<file path="config.mk">
export PLATFORM = sky130hd
export DESIGN_NAME = drop_oldest_byte_budget_fifo
export DESIGN_NICKNAME = d
export VERILOG_FILES = /design/src/hdl/dobf_pkg.sv /design/src/hdl/dobf_ram.sv /design/src/hdl/dobf_budget_alu.sv /design/src/hdl/drop_oldest_byte_budget_fifo.sv
export SDC_FILE = /design/constraint.sdc
export NUM_CORES = 1
export LEC_CHECK = 0
export ABC_AREA = 1
export ABC_CLOCK_PERIOD_IN_PS = 8450
export BUFFER_PORTS_ARGS = -buffer_cell sky130_fd_sc_hd__buf_2
export CAP_MARGIN = 20
export CORE_MARGIN = 5
export CORE_UTILIZATION = 39
export CTS_CLUSTER_SIZE = 25
export DETAILED_ROUTE_END_ITERATION = 10
export SLEW_MARGIN = 20
export SYNTH_ARGS = -nofsm -noshare
export SYNTH_HDL_FRONTEND = slang
export SYNTH_SLANG_ARGS = --single-unit
</file>
<file path="constraint.sdc">
create_clock -name clock -period 8.45 [get_ports clock]
set_clock_uncertainty 0.2 [all_clocks]
set_input_delay 1.69 -clock clock [delete_from_list [all_inputs] [get_ports clock]]
set_output_delay 1.69 -clock clock [all_outputs]
set_load 0.1 [all_outputs]
</file>
<file path="src/hdl/dobf_pkg.sv">
// Shared types and constants for the drop-oldest byte-budget descriptor queue.
package dobf_pkg;

   localparam int DEFAULT_DEPTH = 16;
   localparam int TAG_W         = 32;
   localparam int SIZE_W        = 20;
   localparam int NEED_W        = SIZE_W + 1;
   localparam int CNT_OUT_W     = 5;
   localparam int ENT_CFG_W     = 5;
   localparam int CSR_DATA_W    = 20;
   localparam int CSR_INDEX_W   = 1;

   localparam logic [CSR_INDEX_W-1:0] CSR_MAX_ENTRIES = 1'b0;
   localparam logic [CSR_INDEX_W-1:0] CSR_MAX_BYTES   = 1'b1;

   localparam logic [ENT_CFG_W-1:0]  RESET_MAX_ENTRIES = 5'd16;
   localparam logic [CSR_DATA_W-1:0] RESET_MAX_BYTES   = 20'hFFFFF;

   typedef enum logic [1:0] {
      CMD_PUT  = 2'd0,
      CMD_GET  = 2'd1,
      CMD_DROP = 2'd2,
      CMD_NOP  = 2'd3
   } cmd_type;

   typedef enum logic [1:0] {
      ST_OK      = 2'd0,
      ST_TOO_BIG = 2'd1,
      ST_EMPTY   = 2'd2
   } status_type;

   typedef enum logic [1:0] {
      SQ_IDLE,
      SQ_START,
      SQ_DROP,
      SQ_FINISH
   } seq_state_type;

   typedef enum logic {
      ALU_ADD,
      ALU_SUB
   } alu_op_type;

   typedef struct packed {
      alu_op_type        op;
      logic [NEED_W-1:0] a;
      logic [NEED_W-1:0] b;
   } alu_req_type;

   typedef struct packed {
      cmd_type           command;
      logic [TAG_W-1:0]  item_tag;
      logic [SIZE_W-1:0] item_size;
   } req_type;

   typedef struct packed {
      status_type           status;
      logic [TAG_W-1:0]     out_tag;
      logic [SIZE_W-1:0]    out_size;
      logic [CNT_OUT_W-1:0] dropped_count;
      logic [CNT_OUT_W-1:0] queue_length;
      logic [SIZE_W-1:0]    queue_bytes;
   } rsp_type;

endpackage

</file>
<file path="src/hdl/dobf_ram.sv">
// Generic single-write, single-read RAM with registered, write-first read.
module dobf_ram #(
   parameter int WIDTH = 8,
   parameter int DEPTH = 16
) (
   input  logic                     clock,
   input  logic                     wr_en,
   input  logic [$clog2(DEPTH)-1:0] wr_addr,
   input  logic [WIDTH-1:0]         wr_data,
   input  logic [$clog2(DEPTH)-1:0] rd_addr,
   output logic [WIDTH-1:0]         rd_data
);

   logic [WIDTH-1:0] mem [DEPTH];
   logic [WIDTH-1:0] rd_data_ff;

   always_ff @(posedge clock) begin
      if (wr_en) begin
         mem[wr_addr] <= wr_data;
      end
      // forward a same-address write so the head slot reads fresh data
      if (wr_en && (wr_addr == rd_addr)) begin
         rd_data_ff <= wr_data;
      end else begin
         rd_data_ff <= mem[rd_addr];
      end
   end

   assign rd_data = rd_data_ff;

endmodule

</file>
<file path="src/hdl/dobf_budget_alu.sv">
// Shared byte-budget adder: add or floor-at-zero subtract, then compare to budget.
module dobf_budget_alu (
   input  dobf_pkg::alu_req_type              alu_req,
   input  logic [dobf_pkg::SIZE_W-1:0]        limit,
   output logic [dobf_pkg::NEED_W-1:0]        res,
   output logic                               over
);

   logic                          sub;
   logic [dobf_pkg::NEED_W-1:0]   b_eff;
   logic [dobf_pkg::NEED_W:0]     sum;

   always_comb begin
      sub   = (alu_req.op == dobf_pkg::ALU_SUB);
      b_eff = sub ? ~alu_req.b : alu_req.b;
      sum   = {1'b0, alu_req.a} + {1'b0, b_eff} + (dobf_pkg::NEED_W + 1)'(sub);
      // no carry out on subtract means the operand was smaller: floor at zero
      res   = (sub && !sum[dobf_pkg::NEED_W]) ? '0 : sum[dobf_pkg::NEED_W-1:0];
      over  = res > {1'b0, limit};
   end

endmodule

</file>
<file path="src/hdl/drop_oldest_byte_budget_fifo.sv">
// Top level: descriptor queue with entry limit, byte budget and drop-oldest admission.
//
//   channel  dir  handshake               payload
//   req      in   req_valid / req_stall   dobf_pkg::req_type  (command, tag, size)
//   rsp      out  rsp_valid / rsp_stall   dobf_pkg::rsp_type  (status, head, counts)
//   csr      in   csr_write_en            csr_index, csr_write_data
//
// Get, drop, no-op and rejected put run the start and finish steps; an admitted put also passes through the drop step.
// The drop loop retires one head per cycle through the shared budget adder and one RAM read port.
// Reset clears the queue pointers, count and byte total; entry storage is not cleared.
// A stalled result holds in the output register; the next command is taken meanwhile
// and waits only at its own finish step until the output register frees up.
module drop_oldest_byte_budget_fifo #(
   parameter int DEPTH = dobf_pkg::DEFAULT_DEPTH
) (
   input  logic                              clock,
   input  logic                              reset,
   input  logic                              req_valid,
   output logic                              req_stall,
   input  dobf_pkg::req_type                 req_payload,
   output logic                              rsp_valid,
   input  logic                              rsp_stall,
   output dobf_pkg::rsp_type                 rsp_payload,
   input  logic                              csr_write_en,
   input  logic [dobf_pkg::CSR_INDEX_W-1:0]  csr_index,
   input  logic [dobf_pkg::CSR_DATA_W-1:0]   csr_write_data
);

   localparam int IDX_W = $clog2(DEPTH);
   localparam int CNT_W = $clog2(DEPTH + 1);
   localparam int ENT_W = dobf_pkg::TAG_W + dobf_pkg::SIZE_W;
   localparam int LIM_W = (CNT_W > dobf_pkg::ENT_CFG_W) ? CNT_W : dobf_pkg::ENT_CFG_W;

   dobf_pkg::seq_state_type state_ff, state_in;
   logic [IDX_W-1:0]              head_ff, head_in;
   logic [IDX_W-1:0]              tail_ff, tail_in;
   logic [CNT_W-1:0]              count_ff, count_in;
   logic [dobf_pkg::SIZE_W-1:0]   total_ff, total_in;
   logic [dobf_pkg::NEED_W-1:0]   need_ff, need_in;
   logic                          over_ff, over_in;
   logic [CNT_W-1:0]              dropped_ff, dropped_in;
   dobf_pkg::status_type          status_ff, status_in;
   logic [dobf_pkg::TAG_W-1:0]    otag_ff, otag_in;
   logic [dobf_pkg::SIZE_W-1:0]   osize_ff, osize_in;
   logic                          rsp_valid_ff, rsp_valid_in;
   dobf_pkg::rsp_type             rsp_ff, rsp_in;
   logic [dobf_pkg::ENT_CFG_W-1:0] max_entries_ff;
   logic [dobf_pkg::SIZE_W-1:0]   max_bytes_ff;

   dobf_pkg::cmd_type             cmd_ff;
   logic [dobf_pkg::TAG_W-1:0]    tag_ff;
   logic [dobf_pkg::SIZE_W-1:0]   size_ff;

   logic                          req_accept;
   logic                          out_free;
   logic                          wr_en;
   logic [ENT_W-1:0]              rd_data;
   logic [dobf_pkg::TAG_W-1:0]    head_tag;
   logic [dobf_pkg::SIZE_W-1:0]   head_size;
   logic [LIM_W-1:0]              me_ext, lim, cnt_ext;
   dobf_pkg::alu_req_type         alu_req;
   logic [dobf_pkg::NEED_W-1:0]   alu_res;
   logic                          alu_over;
   logic [IDX_W-1:0]              head_next, tail_next;

   dobf_ram #(
      .WIDTH (ENT_W),
      .DEPTH (DEPTH)
   ) u_store (
      .clock   (clock),
      .wr_en   (wr_en),
      .wr_addr (tail_ff),
      .wr_data ({tag_ff, size_ff}),
      .rd_addr (head_in),
      .rd_data (rd_data)
   );

   dobf_budget_alu u_alu (
      .alu_req (alu_req),
      .limit   (max_bytes_ff),
      .res     (alu_res),
      .over    (alu_over)
   );

   assign head_tag  = rd_data[ENT_W-1:dobf_pkg::SIZE_W];
   assign head_size = rd_data[dobf_pkg::SIZE_W-1:0];
   assign head_next = (head_ff == IDX_W'(DEPTH - 1)) ? '0 : head_ff + IDX_W'(1);
   assign tail_next = (tail_ff == IDX_W'(DEPTH - 1)) ? '0 : tail_ff + IDX_W'(1);

   // entry limit: zero counts as one, anything above the storage depth saturates
   assign me_ext  = LIM_W'(max_entries_ff);
   assign cnt_ext = LIM_W'(count_ff);
   assign lim     = (me_ext == '0) ? LIM_W'(1) :
                    (me_ext > LIM_W'(DEPTH)) ? LIM_W'(DEPTH) : me_ext;

   assign out_free   = !rsp_valid_ff || !rsp_stall;
   assign req_stall  = !((state_ff == dobf_pkg::SQ_IDLE) ||
                         ((state_ff == dobf_pkg::SQ_FINISH) && out_free));
   assign req_accept = req_valid && !req_stall;

   always_comb begin
      state_in     = state_ff;
      head_in      = head_ff;
      tail_in      = tail_ff;
      count_in     = count_ff;
      total_in     = total_ff;
      need_in      = need_ff;
      over_in      = over_ff;
      dropped_in   = dropped_ff;
      status_in    = status_ff;
      otag_in      = otag_ff;
      osize_in     = osize_ff;
      rsp_in       = rsp_ff;
      rsp_valid_in = rsp_valid_ff && rsp_stall;
      wr_en        = 1'b0;
      alu_req.op   = dobf_pkg::ALU_ADD;
      alu_req.a    = {1'b0, total_ff};
      alu_req.b    = {1'b0, size_ff};

      case (state_ff)
         dobf_pkg::SQ_IDLE: begin
            if (req_accept) begin
               state_in = dobf_pkg::SQ_START;
            end
         end

         dobf_pkg::SQ_START: begin
            dropped_in = '0;
            otag_in    = '0;
            osize_in   = '0;
            status_in  = dobf_pkg::ST_OK;
            state_in   = dobf_pkg::SQ_FINISH;
            case (cmd_ff)
               dobf_pkg::CMD_PUT: begin
                  if (size_ff > max_bytes_ff) begin
                     status_in = dobf_pkg::ST_TOO_BIG;
                  end else begin
                     need_in  = alu_res;
                     over_in  = alu_over;
                     state_in = dobf_pkg::SQ_DROP;
                  end
               end
               dobf_pkg::CMD_GET, dobf_pkg::CMD_DROP: begin
                  if (count_ff == '0) begin
                     status_in = dobf_pkg::ST_EMPTY;
                  end else begin
                     alu_req.op = dobf_pkg::ALU_SUB;
                     alu_req.b  = {1'b0, head_size};
                     total_in   = alu_res[dobf_pkg::SIZE_W-1:0];
                     head_in    = head_next;
                     count_in   = count_ff - CNT_W'(1);
                     if (cmd_ff == dobf_pkg::CMD_GET) begin
                        otag_in  = head_tag;
                        osize_in = head_size;
                     end
                  end
               end
               default: begin
               end
            endcase
         end

         dobf_pkg::SQ_DROP: begin
            if ((count_ff != '0) && ((cnt_ext >= lim) || over_ff)) begin
               // drop the head and take its bytes off the pending total
               alu_req.op = dobf_pkg::ALU_SUB;
               alu_req.a  = need_ff;
               alu_req.b  = {1'b0, head_size};
               need_in    = alu_res;
               over_in    = alu_over;
               head_in    = head_next;
               count_in   = count_ff - CNT_W'(1);
               dropped_in = dropped_ff + CNT_W'(1);
            end else begin
               wr_en    = 1'b1;
               tail_in  = tail_next;
               count_in = count_ff + CNT_W'(1);
               total_in = need_ff[dobf_pkg::SIZE_W-1:0];
               state_in = dobf_pkg::SQ_FINISH;
            end
         end

         dobf_pkg::SQ_FINISH: begin
            if (out_free) begin
               rsp_valid_in         = 1'b1;
               rsp_in.status        = status_ff;
               rsp_in.out_tag       = otag_ff;
               rsp_in.out_size      = osize_ff;
               rsp_in.dropped_count = dobf_pkg::CNT_OUT_W'(dropped_ff);
               rsp_in.queue_length  = dobf_pkg::CNT_OUT_W'(count_ff);
               rsp_in.queue_bytes   = total_ff;
               state_in = req_accept ? dobf_pkg::SQ_START : dobf_pkg::SQ_IDLE;
            end
         end

         default: begin
            state_in = dobf_pkg::SQ_IDLE;
         end
      endcase
   end

   always_ff @(posedge clock) begin
      if (reset) begin
         state_ff       <= dobf_pkg::SQ_IDLE;
         head_ff        <= '0;
         tail_ff        <= '0;
         count_ff       <= '0;
         total_ff       <= '0;
         rsp_valid_ff   <= 1'b0;
         max_entries_ff <= dobf_pkg::RESET_MAX_ENTRIES;
         max_bytes_ff   <= dobf_pkg::RESET_MAX_BYTES;
      end else begin
         state_ff     <= state_in;
         head_ff      <= head_in;
         tail_ff      <= tail_in;
         count_ff     <= count_in;
         total_ff     <= total_in;
         rsp_valid_ff <= rsp_valid_in;
         if (csr_write_en) begin
            case (csr_index)
               dobf_pkg::CSR_MAX_ENTRIES: max_entries_ff <= csr_write_data[dobf_pkg::ENT_CFG_W-1:0];
               dobf_pkg::CSR_MAX_BYTES:   max_bytes_ff   <= csr_write_data;
               default: begin
               end
            endcase
         end
      end
   end

   always_ff @(posedge clock) begin
      need_ff    <= need_in;
      over_ff    <= over_in;
      dropped_ff <= dropped_in;
      status_ff  <= status_in;
      otag_ff    <= otag_in;
      osize_ff   <= osize_in;
      rsp_ff     <= rsp_in;
      if (req_accept) begin
         cmd_ff  <= req_payload.command;
         tag_ff  <= req_payload.item_tag;
         size_ff <= req_payload.item_size;
      end
   end

   assign rsp_valid   = rsp_valid_ff;
   assign rsp_payload = rsp_ff;

   // the byte total catches up only when the drop loop ends
   a_empty_no_bytes: assert property (@(posedge clock) disable iff (reset)
      (count_ff == '0 && state_ff != dobf_pkg::SQ_DROP) |-> (total_ff == '0))
      else $error("empty queue holds a nonzero byte total");

   a_empty_pointers: assert property (@(posedge clock) disable iff (reset)
      (count_ff == '0) |-> (head_ff == tail_ff))
      else $error("empty queue with head and tail apart");

   a_count_bounded: assert property (@(posedge clock) disable iff (reset)
      (count_ff <= CNT_W'(DEPTH)))
      else $error("entry count beyond storage depth");

   a_put_admitted: assert property (@(posedge clock) disable iff (reset)
      (state_ff == dobf_pkg::SQ_FINISH && cmd_ff == dobf_pkg::CMD_PUT &&
       status_ff == dobf_pkg::ST_OK)
      |-> (count_ff != '0 && cnt_ext <= lim && total_ff <= max_bytes_ff))
      else $error("admitted put leaves queue over its limits");

endmodule
</file>
# Yosys cells after proc, flatten, opt, wreduce, memory -nomap -nowiden
# Memories as Yosys holds them, arrays and structs flattened. A register that Yosys moved wholly into a read port is not among the register bits.
# Index checks and enable logic that the tools add are counted.
classes:
  add_sub_neg: 7
  mul: 0
  n_div: 0
  magnitude_cmp: 4
  eq_ne: 15
  shifts: 0
  n_mux: 52
  n_bitwise: 5
  n_reduce_logical: 29
op_table:
  columns: ["operator", "count"]
  rows:
  - ["$mux 21", 6]
  - ["$mux 20", 5]
  - ["$pmux 21 s2", 2]
  - ["$mux 43", 1]
  - ["$pmux 20 s2", 1]
  - ["$mux 5", 6]
  - ["$add 21x21->22", 1]
  - ["$add 22x1->22", 1]
  - ["$gt 21x20->1", 1]
  - ["$not 21->21", 1]
  - ["$gt 20x20->1", 1]
  - ["$mux 4", 5]
  - ["$pmux 5 s2", 2]
  - ["$mux 1", 15]
  - ["$ne 2x2->1 const B", 6]
  - ["$add 5x1->5 const B", 2]
  - ["$logic_not 5->1", 2]
  - ["$reduce_and 2->1", 5]
  - ["$add 4x1->4 const B", 2]
  - ["$eq 4x4->1 const B", 2]
  - ["$mux 2", 4]
  - ["$pmux 2 s4", 1]
  - ["$pmux 4 s2", 1]
  - ["$reduce_and 4->1", 2]
  - ["other kinds (18)", 37]
word_totals:
  reg_bits: 280
  latchBits: 0
  ram_bits: 832
  romBits: 0
  inputBits: 80
  output_inout_bits: 86
  wordCells: 136
  n_memories: 1
memory_table:
  columns: ["memory", "words", "word_bits", "rd", "rd_clocked_by_memory_dff", "wr", "line", "source"]
  rows:
  - ["u_store.mem", 16, 52, 1, 1, 1, "dobf_ram.sv:14", "logic [WIDTH-1:0] mem [DEPTH];"]

# Longest topological paths before layout
# Gate-level depths: netlist of the first run.
depth:
  depth_word: 19
  ltp_mapped: 39
  depth_no_buf: 39

# Cells and area by module
# Synthesis of the first run repeated with hierarchy kept, for this count alone.
hier_totals:
  hier_cells: 4735
  hier_area_um2: 49193.4
by_module_without_submodules:
  columns: ["mod", "instances", "cells_each", "area_each_um2", "seq_area_each_um2"]
  rows:
  - ["dobf_ram", 1, 3380, 35555.4, 25064.0]
  - ["drop_oldest_byte_budget_fifo", 1, 981, 11421.0, 7797.5]
  - ["dobf_budget_alu", 1, 374, 2217.1, 0.0]

# Worst setup path before layout of the first run
# OpenSTA, ideal clock, no wires.
synth_timing:
  path_kind: "input-to-reg"
  startpoint: "input port rsp_stall"
  endpoint: "register state_ff[0]"
  setup_ps: 70
  arrival_time_ps: 7694
  required_time_ps: 8180
  path_slack_ps: 486
  cell_stages: 9
  n_path_buf: 0
  path_cell_list: "nand2_1 nand2_1 inv_1 nor2_1 nor2_1 nand2_1 nand2_1 nor4_1 a21oi_1"
synth_via:
  elab_chain_cells: 8
  elab_cells_between_ends: 11
  cone_classes: "eq/ne (2); mux (3); reduce/logical (6)"
synth_rtl:
  columns: ["element", "line", "source"]
  rows:
  - ["from (decl)", "drop_oldest_byte_budget_fifo.sv:22", "input logic rsp_stall,"]
  - ["$logic_not 1->1 *", "drop_oldest_byte_budget_fifo.sv:96", "assign out_free = !rsp_valid_ff || !rsp_stall;"]
  - ["$logic_or 1x1->1 *", "drop_oldest_byte_budget_fifo.sv:96", null]
  - ["$logic_and 1x1->1 *", "drop_oldest_byte_budget_fifo.sv:98", "((state_ff == dobf_pkg::SQ_FINISH) && out_free));"]
  - ["$logic_or 1x1->1 *", "drop_oldest_byte_budget_fifo.sv:97", "assign req_stall = !((state_ff == dobf_pkg::SQ_IDLE) ||"]
  - ["$logic_and 1x1->1 *", "drop_oldest_byte_budget_fifo.sv:99", "assign req_accept = req_valid && !req_stall;"]
  - ["via req_accept", "drop_oldest_byte_budget_fifo.sv:54", "logic req_accept;"]
  - ["$mux 1", "drop_oldest_byte_budget_fifo.sv:192", "state_in = req_accept ? dobf_pkg::SQ_START : dobf_pkg::SQ_IDLE;"]
  - ["$mux 2", "drop_oldest_byte_budget_fifo.sv:184", "if (out_free) begin"]
  - ["$pmux 2 s4", "drop_oldest_byte_budget_fifo.sv:120", "case (state_ff)"]
  - ["to (signal assigned)", "drop_oldest_byte_budget_fifo.sv:204", "state_ff <= dobf_pkg::SQ_IDLE;"]
  - ["to (signal assigned)", "drop_oldest_byte_budget_fifo.sv:213", "state_ff <= state_in;"]
  - ["to (decl)", "drop_oldest_byte_budget_fifo.sv:34", "dobf_pkg::seq_state_type state_ff, state_in;"]
# The timed path passes the listed nets; every way through them passes the cells marked *. The select of a mux whose other input is x is not followed.
# A chain may end at the register's enable or synchronous reset.

# Final worst setup path of the first run
layout_timing:
  startpoint: "register max_entries_ff[1] in the netlist's numbering"
  endpoint: "register over_ff (data pin)"
layout_via:
  elab_chain_cells: 19
  elab_cells_between_ends: 23
  cone_classes: "add/sub (2); order compare (3); mux (12); bitwise (1); reduce/logical (5)"
layout_rtl:
  columns: ["element", "line", "source"]
  rows:
  - ["from (decl)", "drop_oldest_byte_budget_fifo.sv:47", "logic [dobf_pkg::ENT_CFG_W-1:0] max_entries_ff;"]
  - ["from (signal assigned)", "drop_oldest_byte_budget_fifo.sv:210", "max_entries_ff <= dobf_pkg::RESET_MAX_ENTRIES;"]
  - ["from (signal assigned)", "drop_oldest_byte_budget_fifo.sv:221", "dobf_pkg::CSR_MAX_ENTRIES: max_entries_ff <= csr_write_data[dobf_pkg::ENT_CFG_W-1:0];"]
  - ["$gt 5x5->1", "drop_oldest_byte_budget_fifo.sv:94", "(me_ext > LIM_W'(DEPTH)) ? LIM_W'(DEPTH) : me_ext;"]
  - ["$mux 5", "drop_oldest_byte_budget_fifo.sv:94", null]
  - ["$mux 5 *", "drop_oldest_byte_budget_fifo.sv:93", "assign lim = (me_ext == '0) ? LIM_W'(1) :"]
  - ["$ge 5x5->1 *", "drop_oldest_byte_budget_fifo.sv:164", "if ((count_ff != '0) && ((cnt_ext >= lim) || over_ff)) begin"]
  - ["$logic_or 1x1->1 *", "drop_oldest_byte_budget_fifo.sv:164", null]
  - ["$logic_and 1x1->1 *", "drop_oldest_byte_budget_fifo.sv:164", null]
  - ["$mux 43 *", "drop_oldest_byte_budget_fifo.sv:164", null]
  - ["$pmux 21 s2", "drop_oldest_byte_budget_fifo.sv:120", null]
  - ["[5 not listed]", null, null]
  - ["$logic_and 1x1->1", "dobf_budget_alu.sv:18", "res = (sub && !sum[dobf_pkg::NEED_W]) ? '0 : sum[dobf_pkg::NEED_W-1:0];"]
  - ["$mux 21 *", "dobf_budget_alu.sv:18", null]
  - ["via alu_res, one bit", "drop_oldest_byte_budget_fifo.sv:62", "logic [dobf_pkg::NEED_W-1:0] alu_res;"]
  - ["$gt 21x20->1 *", "dobf_budget_alu.sv:19", "over = res > {1'b0, limit};"]
  - ["via alu_over", "drop_oldest_byte_budget_fifo.sv:63", "logic alu_over;"]
  - ["$mux 1", "drop_oldest_byte_budget_fifo.sv:135", "if (size_ff > max_bytes_ff) begin"]
  - ["$mux 1", "drop_oldest_byte_budget_fifo.sv:133", "case (cmd_ff)"]
  - ["$pmux 1 s2 *", "drop_oldest_byte_budget_fifo.sv:120", null]
  - ["to (signal assigned)", "drop_oldest_byte_budget_fifo.sv:232", "over_ff <= over_in;"]
  - ["to (decl)", "drop_oldest_byte_budget_fifo.sv:40", "logic over_ff, over_in;"]
# Marked as above.

==> results.json, run 1 <==
{
  "ys_types": 50,
  "yosysMostFrequentCell": "edfxtp_1",
  "synth_xor_area_share_pct": 0.429,
  "vias": 28221,
  "die_area_um2": 122000,
  "highest_layer": "met4",
  "r2r_end": "over_ff",
  "crit_fanout": 19,
  "via_per_inst": 5.45,
  "hold_class": "reg2reg",
  "fin_crit_sh_pct": 83.8,
  "io_buffers": 165,
  "start_util_pct": 39.3,
  "grt_pass1_wl_mm": 178,
  "drv_slew": 0,
  "synth_seq_cells": 1116,
  "p_int_mw": 11.1,
  "fin_hold_ws_ns": 0.210,
  "ctsHoldBuffers": 0,
  "synth_cells": 3443,
  "wl_met2_mm": 58.3,
  "synth_edf_count": 1051,
  "core_area_um2": 114000,
  "grt_pass1_vias": 27470,
  "grt_max_degree": 195,
  "worstSetupEndpoint": "over_ff",
  "rrSetupSlack_ns": 1.37,
  "cp.arrival_ns": 7.40,
  "grt_usage_pct": 19.3,
  "dr.pass1.iters": 7,
  "setup-tns-final_ns": 0,
  "syn2layout_area_growth_pct": 13.8,
  "muxShareOfSynthArea_pct": 0.0223,
  "ir_worst_vdd_mv": 0.322,
  "timing.critical_path.from": "max_entries_ff[1]",
  "drv_cap": 0,
  "p_per_area_nw_per_um2": 336,
  "place_congestion": 0.854,
  "outcome": "complete, no violations",
  "power_frac_comb_pct": 28.1,
  "pin_count": 166,
  "relSlewSlack_pct": 23.4,
  "timing.rr.start": "max_entries_ff[1]",
  "synth_top_area_cell": "edfxtp_1",
  "setup_viol": 0,
  "fillers": 10264,
  "seq_area_frac_synth_pct": 73.1,
  "root_buffer": "clkbuf_16",
  "synth-async-reset-ratio_pct": 0,
  "p_clk_share_pct": 29.0,
  "antenna_found_initial": 1,
  "fin_crit_ns": 7.08,
  "drt-initial-drc-count": 2905,
  "leakagePower_nw": 17.6,
  "seq_power_share_pct": 42.8,
  "cts_buffer_depth": 3,
  "drc": 0,
  "synth_top_family_by_area": "compound AO/OA/AOI/OAI gates",
  "critPathLaunchType": "register",
  "cpPeakStageDelay_ns": 0.53,
  "wl_met3_mm": 7.10,
  "hpwl_mm": 64.7,
  "synthesis.nets": 3605,
  "drt-met1-wl_mm": 51.6,
  "overflow": 0,
  "drive_above_1_share_pct": 12.8,
  "die_w_um": 349,
  "synth_common_cells": "edfxtp_1 (1,051), nor2_1 (487), o21ai_0 (483)",
  "synth_compound_area_share_pct": 12.2,
  "slowest_stage": "or4_1",
  "drt_wl_total_mm": 121,
  "yosys.area_share.simple_pct": 8.55,
  "clkTransAtPathRegs_ns": 0.06,
  "path_common_cell": "nand2_1",
  "netlist.area_leader.share_pct": 70.2,
  "tightest_slew_ns": 1.15,
  "yosys_warnings": 0,
  "cts_buffers": 111,
  "ff2ff_path_depth": 34,
  "synthFlopType": "edfxtp_1",
  "h-tree-depth": 3,
  "netlist_area_um2": 44900,
  "postCtsResizedCells": 0,
  "num_rows": 124,
  "avgRoutedWirePerCell_um": 23.3,
  "hold_viol": 0,
  "insertion_delay_ns": 0.71,
  "end_kind": "register",
  "dp_slack_ns": 1.44,
  "power.switching_mw": 6.09,
  "switching_share_pct": 35.4,
  "worst_slack_ns": 1.37,
  "chipHeight_um": 349,
  "cts.sinks": 1116,
  "cp_data_required_time_ns": 8.77,
  "synth_fa_ha_area_share_pct": 2.30,
  "synth.avg_cell_area_um2": 13.1,
  "critical_path_class": "reg2reg",
  "nets": 3732,
  "detail-route-antenna-nets": 0,
  "fmax_ghz": 0.141,
  "post_cts_buffers": 0,
  "ys_top_cells_by_area": "edfxtp_1 (70%), o21ai_0 (5.4%), nor2_1 (4.1%), o221ai_1 (3.0%), dfxtp_1 (2.9%)",
  "rsz0062_at_grt": "false",
  "cts_tree": "yes"
}
## worst min path at each step
stage / from / end / slack, ns / cells past startpoint
global route: otag_ff[5] / rsp_payload[55] / 0.22 / 0
global placement: osize_ff[14] / rsp_payload[44] / 0.20 / 0
finish: otag_ff[1] / rsp_payload[51] / 0.21 / 0
floorplan: osize_ff[0] / rsp_payload[30] / 0.20 / 0
detailed placement: osize_ff[0] / rsp_payload[30] / 0.21 / 0
CTS: otag_ff[1] / rsp_payload[51] / 0.21 / 0
## kinds of logic after synthesis
kind of cell    count (synthesis)
compound gates                916
fa+ha+maj                      82
flops                        1116
mux                             1
buf+inv                       387
xor+xnor                       22
simple gates                  919
## worst max-delay path: cells and delay by family (launching register included)
family	cells	cell delay, ns
adders and majority gates	3	0.98
DFF	1	0.32
AOI/OAI and AO/OA	10	1.90
buffers and inverters	4	0.94
and+or+nand+nor	17	2.53
## power groups by stage
stage	registers, mW	clock network [mW]	logic, mW
2_1_floorplan	7.69	0	3.12
3_3_place_gp	7.46	0	4.79
3_5_place_dp	7.47	0	4.82
4_1_cts	7.36	5.09	4.84
5_1_grt	7.41	5.33	5.36
6_report	7.35	4.99	4.84
## routing by layer
| metal | vias to the layer above | GRT usage, % |
|---|---|---|
| li1 | 13022 | - |
| met1 | 14010 | 26.5 |
| met2 | 984 | 31.8 |
| met3 | 205 | 2.54 |
| met4 | 0 | 6.57 |
| met5 | - | 0 |
## flip-flops by register name, summed over array words and instances (netlist names), 2 cells and up, named ones only
| register | cells |
|---|---|
| u_store.mem | 832 |
| rsp_payload | 84 |
| otag_ff | 32 |
| tag_ff | 32 |
| need_ff | 21 |
| max_bytes_ff | 20 |
| osize_ff | 20 |
| size_ff | 20 |
| total_ff | 20 |
| cnt_ext | 5 |
| dropped_ff | 5 |
| max_entries_ff | 5 |
| head_ff | 4 |
| tail_ff | 4 |
| cmd_ff | 2 |
| state_ff | 2 |
| status_ff | 2 |
## layout make-up
type	instances	area [um2]	share of cell area (%)
diodes	1	2.50	0.00489
clock buffers	142	3040	5.93
clock inverters	65	708	1.38
inverters	180	692	1.35
multi-input cells	1940	10700	20.9
flip-flops and latches	1116	32900	64.3
well taps	1512	1890	3.70
repair buffers	221	1270	2.47
## placed cells by master (no fill, tap or decap), types with 7 or more instances in the layout
cell type,netlist,final
nor2_4,1,18
nor2_1,487,470
edfxtp_1,1051,1051
clkinv_1,3,19
o221ai_1,153,153
dfxtp_1,65,61
buf_4,6,54
clkbuf_1,160,18
a21oi_1,130,130
clkbuf_8,0,12
xor2_1,15,15
o22ai_1,53,53
nand3_1,101,101
bufinv_16,0,10
o21ai_0,483,483
nand2_1,266,265
xnor2_1,7,7
inv_1,175,170
ha_1,81,80
buf_2,34,165
clkinv_2,0,20
nand3_2,12,12
nand2_2,19,19
clkinvlp_4,0,9
clkbuf_16,0,112
o211ai_1,75,75
## per-stage QoR
stage | util, % | cell area (um2) | power, mW | std cells
2_1_floorplan | - | 44900 | 10.8 | 3443
3_3_place_gp | 41.5 | 47400 | 12.3 | 4968
3_5_place_dp | 41.5 | 47400 | 12.3 | 4968
4_1_cts | 44.7 | 51100 | 17.3 | 5175
5_1_grt | 44.7 | 51200 | 18.1 | 5176
6_report | 44.7 | 51200 | 17.2 | 5177
No activity file was read; power rests on OpenSTA's default activity.
==> run 2: changes to the inputs <==
ABC_CLOCK_PERIOD_IN_PS = 6300   (was 8450)
clock period = 6.3 ns   (was 8.45 ns; I/O delays follow)
==> run 2 against run 1 <==
Against the previous run:
- total power grew 35%
- clock power up 27%
- global-route usage shrank 0.18 points
- cell count increased by 1.2%
- critical path depth fell by 7
- fmax rose by 18%
- first-iteration DRC count decreased by 9.0%
- flip-flop and latch count stayed put
- die area unchanged
- largest power group unchanged
==> results.json, run 2 (synthesized netlist as in run 1, its figures left out) <==
{
  "outcome": "complete, no violations",
  "drive_above_1_share_pct": 14.7,
  "fmax_ghz": 0.167,
  "drv_slew": 0,
  "overflow": 0,
  "dp_slack_ns": 0.0316,
  "num_rows": 124,
  "leakagePower_nw": 17.9,
  "root_buffer": "clkbuf_16",
  "via_per_inst": 5.42,
  "p_per_area_nw_per_um2": 447,
  "drt-initial-drc-count": 2643,
  "ir_worst_vdd_mv": 0.271,
  "timing.critical_path.from": "max_entries_ff[0]",
  "fin_hold_ws_ns": 0.216,
  "drv_cap": 0,
  "syn2layout_area_growth_pct": 15.2,
  "grt_usage_pct": 19.1,
  "p_total_mw": 23.2,
  "final_cell_count_no_fill": 5240,
  "worstHoldStart": "otag_ff[18]",
  "nets": 3799,
  "tightest_slew_ns": 1.14,
  "final_cell_mix": "edfxtp_1 (1,051), o21ai_0 (472), nor2_1 (467)",
  "grt_pass1_vias": 27679,
  "end_kind": "register",
  "cp_data_required_time_ns": 6.51,
  "timing.rr.start": "max_entries_ff[0]",
  "pin_count": 166,
  "drc": 0,
  "setup_viol": 0,
  "dp.cells": 5018,
  "drt_wl_total_mm": 120,
  "critical_path_class": "reg2reg",
  "io_buffers": 165,
  "final_common_cell": "edfxtp_1",
  "grt_max_degree": 97,
  "ctsHoldBuffers": 0,
  "h-tree-depth": 3,
  "cp.arrival_ns": 6.21,
  "cts_buffers": 112,
  "cts_buffer_depth": 3,
  "die_w_um": 349,
  "hpwl_mm": 68.6,
  "chipHeight_um": 349,
  "cts.sinks": 1116,
  "largest-register": "u_store.mem",
  "ff2ff_path_depth": 27,
  "core_area_um2": 114000,
  "largest_reg_flops": 832,
  "hold_viol": 0,
  "grt_pass1_wl_mm": 177,
  "hold_class": "reg2reg",
  "cts_tree": "yes",
  "antenna_found_initial": 0,
  "clkTransAtPathRegs_ns": 0.06,
  "critPathLaunchType": "register",
  "setup-tns-final_ns": 0,
  "antenna_cells": 0,
  "avgRoutedWirePerCell_um": 22.9,
  "insertion_delay_ns": 0.71,
  "start_util_pct": 39.3,
  "fin_crit_ns": 6.00,
  "fin_crit_sh_pct": 95.2,
  "detail-route-antenna-nets": 0,
  "worst_slack_ns": 0.303,
  "die_area_um2": 122000,
  "dr.pass1.iters": 7,
  "place_congestion": 0.875,
  "vias": 28387,
  "crit_fanout": 17,
  "relSlewSlack_pct": 23.7,
  "hold_path_depth": 0
}
[run 2: final cells by class]
type | count | area, um2
timing repair buffer | 287 | 1950
fill | 10191 | 62600
clock inverter | 65 | 509
tap | 1512 | 1890
inverter | 180 | 697
sequential | 1116 | 32900
clock buffer | 140 | 2960
multi-input combinational | 1940 | 10900
[run 2: critical path, stage by stage, from the launching register on]
cell and delay, ns:
dfxtp_1 0.32, or4_4 0.54, nand2_1 0.07, nand2_1 0.05, ha_1 0.29, nand2_1 0.05
nor2_1 0.08, nand2_1 0.07, nand3_2 0.09, nand3_4 0.12, buf_4 0.20, clkbuf_16 0.18
o21ai_0 0.50, ha_4 0.32, a21oi_4 0.16, o21a_1 0.21, a21oi_1 0.10, a2111oi_2 0.25
nand3_2 0.17, buf_4 0.17, buf_4 0.17, nand2_2 0.07, inv_1 0.06, ha_1 0.29
nand2_1 0.11, or4_4 0.56, nor4_4 0.26, o21ai_0 0.12
[run 2: per-layer routing]
metal / track usage (%) / share of wire, %
met1: 25.5 / 42
met2: 32.6 / 49
met3: 2.90 / 5.9
met4: 5.70 / 2.6
met5: 0 / 0
[run 2: repair_timing]
action | 4_1_cts | 5_1_grt
cloned | 0 | 1
endpoints found under the setup margin | 1 | 1
buffers inserted | 0 | 15
resized for setup | 1 | 50
pin swaps | 0 | 17
hold endpoints to repair | 0 | 0
[run 2: per-stage QoR]
step / utilization [%] / instance area, um2
floorplan: - / 45000
global placement: 41.9 / 47900
detailed placement: 41.9 / 47900
CTS: 44.9 / 51400
global route: 45.3 / 51800
finish: 45.3 / 51800
[run 2: final timing paths]
check / end / slack (ns)
setup / recovery: over_ff / 0.30
hold / removal: rsp_payload[68] / 0.22
setup reg to reg: over_ff / 0.30
hold reg to reg: rsp_payload[68] / 0.22
[run 2: report_power, final]
part	total [mW]	internal [mW]	leakage (nW)	switching (mW)
Sequential	9.81	9.29	10.1	0.515
Clock	6.32	3.53	1.70	2.79
Combinational	7.03	2.04	6.16	4.99
Total	23.2	14.9	17.9	8.29
